<file path="config.mk">
export PLATFORM = sky130hd
export DESIGN_NAME = triangle_tangent_bitangent
export DESIGN_NICKNAME = d
export VERILOG_FILES = /design/src/rtl/core/ttb_pkg.sv /design/src/rtl/core/ttb_mul.sv /design/src/rtl/core/ttb_div.sv /design/src/rtl/core/triangle_tangent_bitangent.sv
export SDC_FILE = /design/constraint.sdc
export NUM_CORES = 2
export LEC_CHECK = 0
export BUFFER_PORTS_ARGS = -buffer_cell sky130_fd_sc_hd__buf_2
export CORE_UTILIZATION = 57
export CTS_BUF_LIST = sky130_fd_sc_hd__clkbuf_16
export DETAILED_ROUTE_END_ITERATION = 10
export PLACE_DENSITY_LB_ADDON = 0.05
export SETUP_SLACK_MARGIN = 0.5
export SYNTH_ARGS = -nofsm -noshare
export SYNTH_HDL_FRONTEND = slang
export SYNTH_SLANG_ARGS = --single-unit
</file>
<file path="constraint.sdc">
create_clock -name clock -period 8.7 [get_ports clock]
set_clock_uncertainty 0.05 [all_clocks]
set_input_delay 0.435 -clock clock [delete_from_list [all_inputs] [get_ports clock]]
set_output_delay 0.435 -clock clock [all_outputs]
set_load 0.05 [all_outputs]
</file>
<file path="src/rtl/core/ttb_pkg.sv">
// Types and constants of the triangle tangent and bitangent block.
package ttb_pkg;

   localparam int unsigned FieldW = 16;
   localparam int unsigned DeltaW = 17;
   localparam int unsigned ProdW  = 34;
   localparam int unsigned WideW  = 35;
   localparam int unsigned QuotW  = 32;
   localparam int unsigned FracShift = 20;
   localparam int unsigned NumTerms  = 6;

   typedef struct packed {
      logic signed [FieldW-1:0] pos_x;
      logic signed [FieldW-1:0] pos_y;
      logic signed [FieldW-1:0] pos_z;
      logic signed [FieldW-1:0] tex_u;
      logic signed [FieldW-1:0] tex_v;
   } req_type;

   typedef struct packed {
      logic signed [QuotW-1:0] tangent_x;
      logic signed [QuotW-1:0] tangent_y;
      logic signed [QuotW-1:0] tangent_z;
      logic signed [QuotW-1:0] bitangent_x;
      logic signed [QuotW-1:0] bitangent_y;
      logic signed [QuotW-1:0] bitangent_z;
      logic                    degenerate;
   } rsp_type;

   typedef struct packed {
      logic                    start;
      logic signed [WideW-1:0] num;
      logic signed [WideW-1:0] den;
   } div_req_type;

   typedef struct packed {
      logic             done;
      logic [QuotW-1:0] quot;
   } div_rsp_type;

   localparam logic [QuotW-1:0] SatPos = {1'b0, {(QuotW-1){1'b1}}};
   localparam logic [QuotW-1:0] SatNeg = {1'b1, {(QuotW-1){1'b0}}};

endpackage

</file>
<file path="src/rtl/core/ttb_mul.sv">
// Shared signed multiplier with a registered product.
module ttb_mul (
   input  logic                                clock,
   input  logic signed [ttb_pkg::DeltaW-1:0]   a_in,
   input  logic signed [ttb_pkg::DeltaW-1:0]   b_in,
   output logic signed [ttb_pkg::ProdW-1:0]    prod
);
   import ttb_pkg::*;

   logic signed [ProdW-1:0] prod_ff;
   logic signed [ProdW-1:0] prod_in;

   always_comb begin
      prod_in = ProdW'(a_in) * ProdW'(b_in);
   end

   always_ff @(posedge clock) begin
      prod_ff <= prod_in;
   end

   assign prod = prod_ff;

endmodule

</file>
<file path="src/rtl/core/ttb_div.sv">
// Radix-4 restoring divider giving a saturated signed Q12.20 quotient.
module ttb_div (
   input  logic                 clock,
   input  logic                 reset,
   input  ttb_pkg::div_req_type div_req,
   output ttb_pkg::div_rsp_type div_rsp
);
   import ttb_pkg::*;

   typedef enum logic [3:0] {
      D_IDLE = 4'b0001,
      D_LOAD = 4'b0010,
      D_ITER = 4'b0100,
      D_SAT  = 4'b1000
   } dstate_type;

   localparam int unsigned OvfW = WideW + QuotW - FracShift;

   dstate_type       state_ff, state_in;
   logic [3:0]       cnt_ff, cnt_in;
   logic             done_ff, done_in;
   logic [WideW-1:0] n_ff, n_in;
   logic [WideW-1:0] d_ff, d_in;
   logic             neg_ff, neg_in;
   logic             ovf_ff, ovf_in;
   logic [WideW-1:0] rem_ff, rem_in;
   logic [QuotW-1:0] sh_ff, sh_in;
   logic [QuotW-1:0] quot_ff, quot_in;

   logic [WideW:0]   t1, t2, r1, r2;
   logic             q1, q2;

   always_comb begin
      t1 = {rem_ff, sh_ff[QuotW-1]};
      q1 = (t1 >= {1'b0, d_ff});
      r1 = q1 ? (t1 - {1'b0, d_ff}) : t1;
      t2 = {r1[WideW-1:0], sh_ff[QuotW-2]};
      q2 = (t2 >= {1'b0, d_ff});
      r2 = q2 ? (t2 - {1'b0, d_ff}) : t2;
   end

   always_comb begin
      state_in = state_ff;
      cnt_in   = cnt_ff;
      done_in  = 1'b0;
      n_in     = n_ff;
      d_in     = d_ff;
      neg_in   = neg_ff;
      ovf_in   = ovf_ff;
      rem_in   = rem_ff;
      sh_in    = sh_ff;
      quot_in  = quot_ff;
      unique case (state_ff)
         D_IDLE: begin
            if (div_req.start) begin
               n_in     = div_req.num[WideW-1] ? WideW'(-div_req.num) : WideW'(div_req.num);
               d_in     = div_req.den[WideW-1] ? WideW'(-div_req.den) : WideW'(div_req.den);
               neg_in   = div_req.num[WideW-1] ^ div_req.den[WideW-1];
               state_in = D_LOAD;
            end
         end
         D_LOAD: begin
            ovf_in   = {{(OvfW-WideW){1'b0}}, n_ff} >=
                       {d_ff, {(OvfW-WideW){1'b0}}};
            rem_in   = WideW'(n_ff[WideW-1:QuotW-FracShift]);
            sh_in    = {n_ff[QuotW-FracShift-1:0], {FracShift{1'b0}}};
            cnt_in   = 4'd15;
            state_in = D_ITER;
         end
         D_ITER: begin
            rem_in = r2[WideW-1:0];
            sh_in  = {sh_ff[QuotW-3:0], q1, q2};
            cnt_in = cnt_ff - 4'd1;
            if (cnt_ff == 4'd0) begin
               state_in = D_SAT;
            end
         end
         D_SAT: begin
            if (!neg_ff) begin
               quot_in = (ovf_ff || sh_ff[QuotW-1]) ? SatPos : sh_ff;
            end else begin
               quot_in = (ovf_ff || (sh_ff > SatNeg)) ? SatNeg : (~sh_ff + 1'b1);
            end
            done_in  = 1'b1;
            state_in = D_IDLE;
         end
         default: state_in = D_IDLE;
      endcase
   end

   always_ff @(posedge clock) begin
      if (reset) begin
         state_ff <= D_IDLE;
         done_ff  <= 1'b0;
      end else begin
         state_ff <= state_in;
         done_ff  <= done_in;
      end
      cnt_ff  <= cnt_in;
      n_ff    <= n_in;
      d_ff    <= d_in;
      neg_ff  <= neg_in;
      ovf_ff  <= ovf_in;
      rem_ff  <= rem_in;
      sh_ff   <= sh_in;
      quot_ff <= quot_in;
   end

   assign div_rsp.done = done_ff;
   assign div_rsp.quot = quot_ff;

endmodule

</file>
<file path="src/rtl/core/triangle_tangent_bitangent.sv">
// Top level: vertex store, sequencer, shared multiplier and divider for per-triangle TBN.
// The first two vertices of a triangle are stored; the third starts the work: three
// determinant steps, then for each of six components two multiplier steps, a subtract
// and a division at two quotient bits per cycle. A zero determinant ends after the
// determinant steps. Ready is low meanwhile.
// Reset clears the vertex count, the sequencer and the result valid flag.
module triangle_tangent_bitangent (
   input  logic             clock,
   input  logic             reset,
   input  logic             req_valid,
   output logic             req_ready,
   input  ttb_pkg::req_type req_data,
   output logic             rsp_valid,
   input  logic             rsp_ready,
   output ttb_pkg::rsp_type rsp_data
);
   import ttb_pkg::*;

   typedef enum logic [7:0] {
      S_IDLE     = 8'b00000001,
      S_DET_A    = 8'b00000010,
      S_DET_B    = 8'b00000100,
      S_DET_DIFF = 8'b00001000,
      S_MUL_A    = 8'b00010000,
      S_MUL_B    = 8'b00100000,
      S_DIFF     = 8'b01000000,
      S_DIV      = 8'b10000000
   } state_type;

   state_type               state_ff, state_in;
   logic [1:0]              count_ff, count_in;
   logic [2:0]              term_ff, term_in;
   logic                    rsp_valid_ff, rsp_valid_in;
   rsp_type                 rsp_data_ff, rsp_data_in;
   req_type                 held_ff [2];
   logic signed [DeltaW-1:0] dp1_ff [3];
   logic signed [DeltaW-1:0] dp2_ff [3];
   logic signed [DeltaW-1:0] du1_ff, dv1_ff, du2_ff, dv2_ff;
   logic signed [ProdW-1:0] first_ff;
   logic signed [WideW-1:0] det_ff, det_in;

   logic                    accept;
   logic                    third;
   logic signed [DeltaW-1:0] mul_a, mul_b;
   logic signed [ProdW-1:0] prod;
   logic signed [WideW-1:0] diff;
   logic [1:0]              k;
   logic                    is_tan;
   div_req_type             div_req;
   div_rsp_type             div_rsp;

   function automatic logic signed [DeltaW-1:0] delta(logic signed [FieldW-1:0] a,
                                                      logic signed [FieldW-1:0] b);
      delta = DeltaW'(a) - DeltaW'(b);
   endfunction

   assign req_ready = (state_ff == S_IDLE) && !((count_ff == 2'd2) && rsp_valid_ff);
   assign accept    = req_valid && req_ready;
   assign third     = accept && (count_ff == 2'd2);

   assign is_tan = (term_ff < 3'd3);
   assign k      = is_tan ? term_ff[1:0] : 2'(term_ff - 3'd3);

   always_comb begin
      mul_a = du1_ff;
      mul_b = dv2_ff;
      unique case (state_ff)
         S_DET_B: begin
            mul_a = dv1_ff;
            mul_b = du2_ff;
         end
         S_MUL_A: begin
            mul_a = is_tan ? dp1_ff[k] : dp2_ff[k];
            mul_b = is_tan ? dv2_ff : du1_ff;
         end
         S_MUL_B: begin
            mul_a = is_tan ? dp2_ff[k] : dp1_ff[k];
            mul_b = is_tan ? dv1_ff : du2_ff;
         end
         default: begin
            mul_a = du1_ff;
            mul_b = dv2_ff;
         end
      endcase
   end

   ttb_mul u_mul (
      .clock (clock),
      .a_in  (mul_a),
      .b_in  (mul_b),
      .prod  (prod)
   );

   assign diff = WideW'(first_ff) - WideW'(prod);

   assign div_req.start = (state_ff == S_DIFF);
   assign div_req.num   = diff;
   assign div_req.den   = det_ff;

   ttb_div u_div (
      .clock   (clock),
      .reset   (reset),
      .div_req (div_req),
      .div_rsp (div_rsp)
   );

   always_comb begin
      state_in     = state_ff;
      count_in     = count_ff;
      term_in      = term_ff;
      rsp_valid_in = rsp_valid_ff;
      rsp_data_in  = rsp_data_ff;
      det_in       = det_ff;
      if (rsp_valid_ff && rsp_ready) begin
         rsp_valid_in = 1'b0;
      end
      unique case (state_ff)
         S_IDLE: begin
            if (accept) begin
               unique case (count_ff) inside
                  2'd0, 2'd3: count_in = 2'd1;
                  2'd1:       count_in = 2'd2;
                  2'd2: begin
                     count_in = 2'd0;
                     state_in = S_DET_A;
                  end
                  default:    count_in = 2'd0;
               endcase
            end
         end
         S_DET_A: state_in = S_DET_B;
         S_DET_B: state_in = S_DET_DIFF;
         S_DET_DIFF: begin
            det_in  = diff;
            term_in = 3'd0;
            if (diff == '0) begin
               rsp_data_in  = '0;
               rsp_data_in.degenerate = 1'b1;
               rsp_valid_in = 1'b1;
               state_in     = S_IDLE;
            end else begin
               rsp_data_in.degenerate = 1'b0;
               state_in = S_MUL_A;
            end
         end
         S_MUL_A: state_in = S_MUL_B;
         S_MUL_B: state_in = S_DIFF;
         S_DIFF:  state_in = S_DIV;
         S_DIV: begin
            if (div_rsp.done) begin
               case (term_ff)
                  3'd0:    rsp_data_in.tangent_x   = div_rsp.quot;
                  3'd1:    rsp_data_in.tangent_y   = div_rsp.quot;
                  3'd2:    rsp_data_in.tangent_z   = div_rsp.quot;
                  3'd3:    rsp_data_in.bitangent_x = div_rsp.quot;
                  3'd4:    rsp_data_in.bitangent_y = div_rsp.quot;
                  default: rsp_data_in.bitangent_z = div_rsp.quot;
               endcase
               if (term_ff == 3'(NumTerms - 1)) begin
                  rsp_valid_in = 1'b1;
                  state_in     = S_IDLE;
               end else begin
                  term_in  = term_ff + 3'd1;
                  state_in = S_MUL_A;
               end
            end
         end
         default: state_in = S_IDLE;
      endcase
   end

   always_ff @(posedge clock) begin
      if (reset) begin
         state_ff     <= S_IDLE;
         count_ff     <= 2'd0;
         rsp_valid_ff <= 1'b0;
      end else begin
         state_ff     <= state_in;
         count_ff     <= count_in;
         rsp_valid_ff <= rsp_valid_in;
      end
      term_ff     <= term_in;
      rsp_data_ff <= rsp_data_in;
      det_ff      <= det_in;
      if (state_ff == S_DET_B || state_ff == S_MUL_B) begin
         first_ff <= prod;
      end
      if (accept && !count_ff[1]) begin
         held_ff[count_ff[0]] <= req_data;
      end else if (accept && count_ff == 2'd3) begin
         held_ff[0] <= req_data;
      end
      if (third) begin
         dp1_ff[0] <= delta(held_ff[1].pos_x, held_ff[0].pos_x);
         dp1_ff[1] <= delta(held_ff[1].pos_y, held_ff[0].pos_y);
         dp1_ff[2] <= delta(held_ff[1].pos_z, held_ff[0].pos_z);
         dp2_ff[0] <= delta(req_data.pos_x, held_ff[0].pos_x);
         dp2_ff[1] <= delta(req_data.pos_y, held_ff[0].pos_y);
         dp2_ff[2] <= delta(req_data.pos_z, held_ff[0].pos_z);
         du1_ff    <= delta(held_ff[1].tex_u, held_ff[0].tex_u);
         dv1_ff    <= delta(held_ff[1].tex_v, held_ff[0].tex_v);
         du2_ff    <= delta(req_data.tex_u, held_ff[0].tex_u);
         dv2_ff    <= delta(req_data.tex_v, held_ff[0].tex_v);
      end
   end

   assign rsp_valid = rsp_valid_ff;
   assign rsp_data  = rsp_data_ff;

endmodule

</file>
==> impl_metrics.sql <==
INSERT INTO impl_metrics (metric_group, metric, value, unit) VALUES
('finish', 'fillerInstances', '7269', ''),
('sta', 'finalMaxSlewViolations', '0', ''),
('placement', 'hpwl', '98.3', 'mm'),
('cts', 'cts_root_buffer_type', 'sky130_fd_sc_hd__clkbuf_16', ''),
('drt', 'drt_drc_violations_left', '0', ''),
('synthesis', 'synthesis.area', '54400', 'um^2'),
('drt', 'detail_route.iter0.violations', '2837', ''),
('drt', 'routed_wire_length_per_instance', '19.1', 'um'),
('pwr', 'power_density_over_the_cells', '290', 'nW/um^2'),
('synthesis', 'flip_flop_cell_with_the_highest_count_after_synthesis', 'sky130_fd_sc_hd__edfxtp_1', ''),
('global_routing', 'pin_count_of_the_biggest_net_entering_global_routing', '73', ''),
('global_routing', 'gr-usage-all-layers', '0.268', ''),
('floorplan', 'dieHeight', '311', 'um'),
('floorplan', 'die_area', '96800', 'um^2'),
('sta', 'fin_ws', '777', 'ps'),
('synthesis', 'synth_cells', '5085', ''),
('synthesis', 'synthDominantAreaCellType', 'sky130_fd_sc_hd__edfxtp_1', ''),
('setup_path', 'critical_path.max_fanout', '8', ''),
('status', 'status', 'complete, no violations', ''),
('global_routing', 'grt_pass1_vias', '38200', ''),
('setup_path', 'worstSetupStartpoint', 'term_ff[2]$_SDFFCE_PN0P_', ''),
('sta', 'rsz0062_at_grt', 'no', ''),
('sta', 'max-slew-margin-rel', '0.207', ''),
('cts', 'numClockSinks', '820', ''),
('setup_path', 'cp_data_required_time', '9260', 'ps'),
('global_routing', 'initial_antenna_violation_count', '7', ''),
('drt', 'drt_pre_antenna_iters', '5', ''),
('setup_path', 'timing_worst_setup_path_type', 'register to register', ''),
('global_routing', 'grt_pass1_wl', '206', 'mm'),
('setup_path', 'timing.rr.start', 'term_ff[2]$_SDFFCE_PN0P_', ''),
('cts', 'clk-insertion-delay-late', '700', 'ps'),
('setup_path', 'worst-endpoint-arrival', '8480', 'ps'),
('setup_path', 'crit_top_cell', 'sky130_fd_sc_hd__fa_1', ''),
('finish', 'ratio_of_cells_with_drive_above_1_in_the_final_layout', '0.141', ''),
('sta', 'worst_pin_slew', '1190', 'ps'),
('cts', 'clk_transition_reported_paths', '70', 'ps'),
('sta', 'period_minus_slack', '7920', 'ps'),
('floorplan', 'dieWidth', '311', 'um'),
('pwr', 'leakagePower', '0.0265', 'uW'),
('sta', 'timing_hold_violations_final', '0', ''),
('floorplan', 'pin_count', '279', ''),
('setup_path', 'r2r-end', 'u_mul.prod[28]$_DFF_P_', ''),
('drt', 'detailroute.via_count', '39000', ''),
('sta', 'setup-violations-final', '0', ''),
('finish', 'areaGrowthSynthToFinish', '16.2', '%'),
('placement', 'io_buffers', '278', ''),
('synthesis', 'synth.distinct_cells', '89', ''),
('setup_path', 'crit_end', 'u_mul.prod[28]$_DFF_P_', ''),
('job', 'maxCapViolations', '0', ''),
('setup_path', 'r2r.worst_path.cells', '30', ''),
('cts', 'clk_path_buf_depth', '3', ''),
('placement', 'place_worst_setup_slack', '2.68', 'ps'),
('cts', 'tritoncts_clock_tree', 'built', ''),
('setup_path', 'rrSetupSlack', '780', 'ps'),
('setup_path', 'crit_path_max_incr_delay', '540', 'ps'),
('synthesis', 'synth_sequential_area_ratio', '0.443', ''),
('synthesis', 'postSynthRegisterBits', '820', ''),
('drt', 'postRouteWirelength', '132', 'mm'),
('global_routing', 'grt_overflow_total', '0', ''),
('setup_path', 'end_kind', 'register', ''),
('sta', 'fmaxAchievable', '126', 'MHz'),
('worst_hold_path', 'holdCritPathClass', 'primary input to register', ''),
('placement', 'place.gp.congestion', '0.921', ''),
('setup_path', 'critical_path.startpoint_type', 'register', ''),
('drt', 'routed_via_density', '5.63', ''),
('synthesis', 'async_reset_ff_frac', '0', ''),
('sta', 'fin_tns_setup', '0', 'ps'),
('synthesis', 'synth_nets', '5862', ''),
('synthesis', 'synth-edff-count', '770', ''),
('cts', 'cts_buffers', '92', ''),
('cts', 'cts_h_tree_lvls', '3', '');
through the flow:
stage / instances / instance area (um^2) / util / total power [uW] / hold WS (ps)
final: 6927 / 63300 / 0.673 / 18400 / 57.7
after global routing: 6927 / 63300 / 0.673 / 19800 / 39.5
after CTS: 6845 / 62100 / 0.660 / 18000 / 10.7
after detailed placement: 6576 / 57900 / 0.616 / 14000 / 365
after global placement: 6576 / 57900 / 0.616 / 13800 / 363
after floorplan: 5085 / 54500 / - / 11900 / 358
synthesized netlist by cell type, types with 36 or more instances:
library cell	instances
sky130_fd_sc_hd__o21ai_0	240
sky130_fd_sc_hd__xor2_1	57
sky130_fd_sc_hd__nor2_1	466
sky130_fd_sc_hd__inv_1	677
sky130_fd_sc_hd__clkbuf_1	123
sky130_fd_sc_hd__or2_2	38
sky130_fd_sc_hd__mux2i_1	60
sky130_fd_sc_hd__edfxtp_1	770
sky130_fd_sc_hd__nand3_1	91
sky130_fd_sc_hd__a31oi_1	38
sky130_fd_sc_hd__fa_1	309
sky130_fd_sc_hd__or3_1	36
sky130_fd_sc_hd__nor2b_1	50
sky130_fd_sc_hd__nand2_1	432
sky130_fd_sc_hd__dfxtp_1	50
sky130_fd_sc_hd__a21oi_1	211
sky130_fd_sc_hd__a21o_1	63
sky130_fd_sc_hd__xnor2_1	226
sky130_fd_sc_hd__nor3_1	78
sky130_fd_sc_hd__and2_1	61
sky130_fd_sc_hd__ha_1	384
sky130_fd_sc_hd__nand2b_1	49
cells by family (layout without fill, tap and decap cells):
logic type | Yosys count | count (layout) | share of synthesized area
adders and majority gates | 693 | 693 | 0.202
buffers and inverters | 813 | 1392 | 0.0561
and+or+nand+nor | 1449 | 1452 | 0.125
other | 0 | 4 | 0
DFF | 820 | 820 | 0.443
AOI/OAI and AO/OA | 964 | 966 | 0.117
muxes | 63 | 63 | 0.0117
xor gates and xnor gates | 283 | 283 | 0.0455
where the power goes:
part           switching (uW)  total, uW  internal (uW)
clock network            1660       3880           2220
logic                    5480       9330           3850
registers                 115       5150           5040
total                    7260      18400          11100
registers in the layout (all words and copies together), names as in the netlist, 2 cells and up:
| register | cells |
|---|---|
| rsp_data | 193 |
| held_ff | 160 |
| dp1_ff | 51 |
| dp2_ff | 51 |
| det_ff | 35 |
| u_div.d_ff | 35 |
| u_div.n_ff | 35 |
| u_div.rem_ff | 35 |
| first_ff | 34 |
| u_mul.prod | 34 |
| u_div.quot_ff | 32 |
| u_div.sh_ff | 32 |
| du1_ff | 17 |
| du2_ff | 17 |
| dv1_ff | 17 |
| dv2_ff | 17 |
| state_ff | 8 |
| u_div.cnt_ff | 4 |
| u_div.state_ff | 4 |
| term_ff | 3 |
| count_ff | 2 |
layout make-up:
type | instances | area [um^2] | area share
antenna | 4 | 10.0 | 0.000158
clock buffer | 93 | 2330 | 0.0368
clock inverter | 81 | 754 | 0.0119
inverter | 678 | 2540 | 0.0402
multi-input combinational | 3457 | 28200 | 0.445
sequential | 820 | 24100 | 0.381
tap | 1254 | 1570 | 0.0248
timing repair buffer | 540 | 3760 | 0.0595
critical path, delay by kind of cell (launching register included):
family / cells / cell delay (ps)
XOR/XNOR: 1 / 150
AND/OR/NAND/NOR: 3 / 590
multiplexers: 1 / 230
buffers and inverters: 9 / 1180
AO/OA/AOI/OAI: 9 / 1800
flip-flops: 1 / 400
adder cells (fa/ha/maj): 7 / 3390
metal layers:
layer | track usage | wire (um) | vias up
met2 | 0.472 | 65900 | 1110
met1 | 0.343 | 55400 | 18800
met4 | 0.0822 | 4330 | 2
met3 | 0.0356 | 6680 | 251
li1 | - | - | 18800
met5 | 0 | 13 | -
how the worst min path moves through the flow:
stage | from | endpoint | slack [ps] | cells after the start
3_3_place_gp | u_mul.prod[12]$_DFF_P_ | first_ff[12]$_DFFE_PP_ | 360 | 0
6_report | reset | u_div.done_ff$_SDFF_PP0_ | 60 | 2
4_1_cts | reset | count_ff[0]$_SDFFE_PP0P_ | 10 | 2
2_1_floorplan | u_mul.prod[10]$_DFF_P_ | first_ff[10]$_DFFE_PP_ | 360 | 0
5_1_grt | reset | u_div.state_ff[2]$_SDFFE_PP0P_ | 40 | 2
3_5_place_dp | u_mul.prod[14]$_DFF_P_ | first_ff[14]$_DFFE_PP_ | 370 | 0
cell usage in the layout (no fill, tap or decap), types with 15 or more instances in the layout:
master	synthesis	routed
sky130_fd_sc_hd__a211oi_1	30	29
sky130_fd_sc_hd__a21boi_0	35	35
sky130_fd_sc_hd__a21o_1	63	63
sky130_fd_sc_hd__a21oi_1	211	200
sky130_fd_sc_hd__a22o_1	22	21
sky130_fd_sc_hd__a31oi_1	38	35
sky130_fd_sc_hd__and2_1	61	60
sky130_fd_sc_hd__and3_1	30	17
sky130_fd_sc_hd__buf_2	3	280
sky130_fd_sc_hd__buf_4	0	156
sky130_fd_sc_hd__clkbuf_16	0	96
sky130_fd_sc_hd__clkinv_2	0	22
sky130_fd_sc_hd__dfxtp_1	50	47
sky130_fd_sc_hd__dlygate4sd3_1	0	81
sky130_fd_sc_hd__edfxtp_1	770	770
sky130_fd_sc_hd__fa_1	309	306
sky130_fd_sc_hd__ha_1	384	379
sky130_fd_sc_hd__inv_1	677	690
sky130_fd_sc_hd__mux2i_1	60	44
sky130_fd_sc_hd__nand2_1	432	429
sky130_fd_sc_hd__nand2b_1	49	48
sky130_fd_sc_hd__nand3_1	91	86
sky130_fd_sc_hd__nand4_1	18	18
sky130_fd_sc_hd__nor2_1	466	455
sky130_fd_sc_hd__nor2b_1	50	50
sky130_fd_sc_hd__nor3_1	78	76
sky130_fd_sc_hd__nor4_1	23	21
sky130_fd_sc_hd__o211ai_1	29	29
sky130_fd_sc_hd__o21a_1	27	27
sky130_fd_sc_hd__o21ai_0	240	235
sky130_fd_sc_hd__o21bai_1	27	26
sky130_fd_sc_hd__o22ai_1	16	15
sky130_fd_sc_hd__o311ai_0	21	21
sky130_fd_sc_hd__o31ai_1	28	26
sky130_fd_sc_hd__o41ai_1	17	17
sky130_fd_sc_hd__or2_2	38	38
sky130_fd_sc_hd__or3_1	36	36
sky130_fd_sc_hd__xnor2_1	226	226
sky130_fd_sc_hd__xor2_1	57	57
timing repair:
| action | CTS | global route |
|---|---|---|
| hold endpoints to repair | 162 | 0 |
| buffers inserted | 13 | 68 |
| resized for setup | 32 | 107 |
| cloned | 1 | 10 |
| hold buffers | 81 | 0 |
| pin swaps | 2 | 45 |
| setup endpoints to repair | 11 | 14 |
Power figures use the tool's default switching activity.
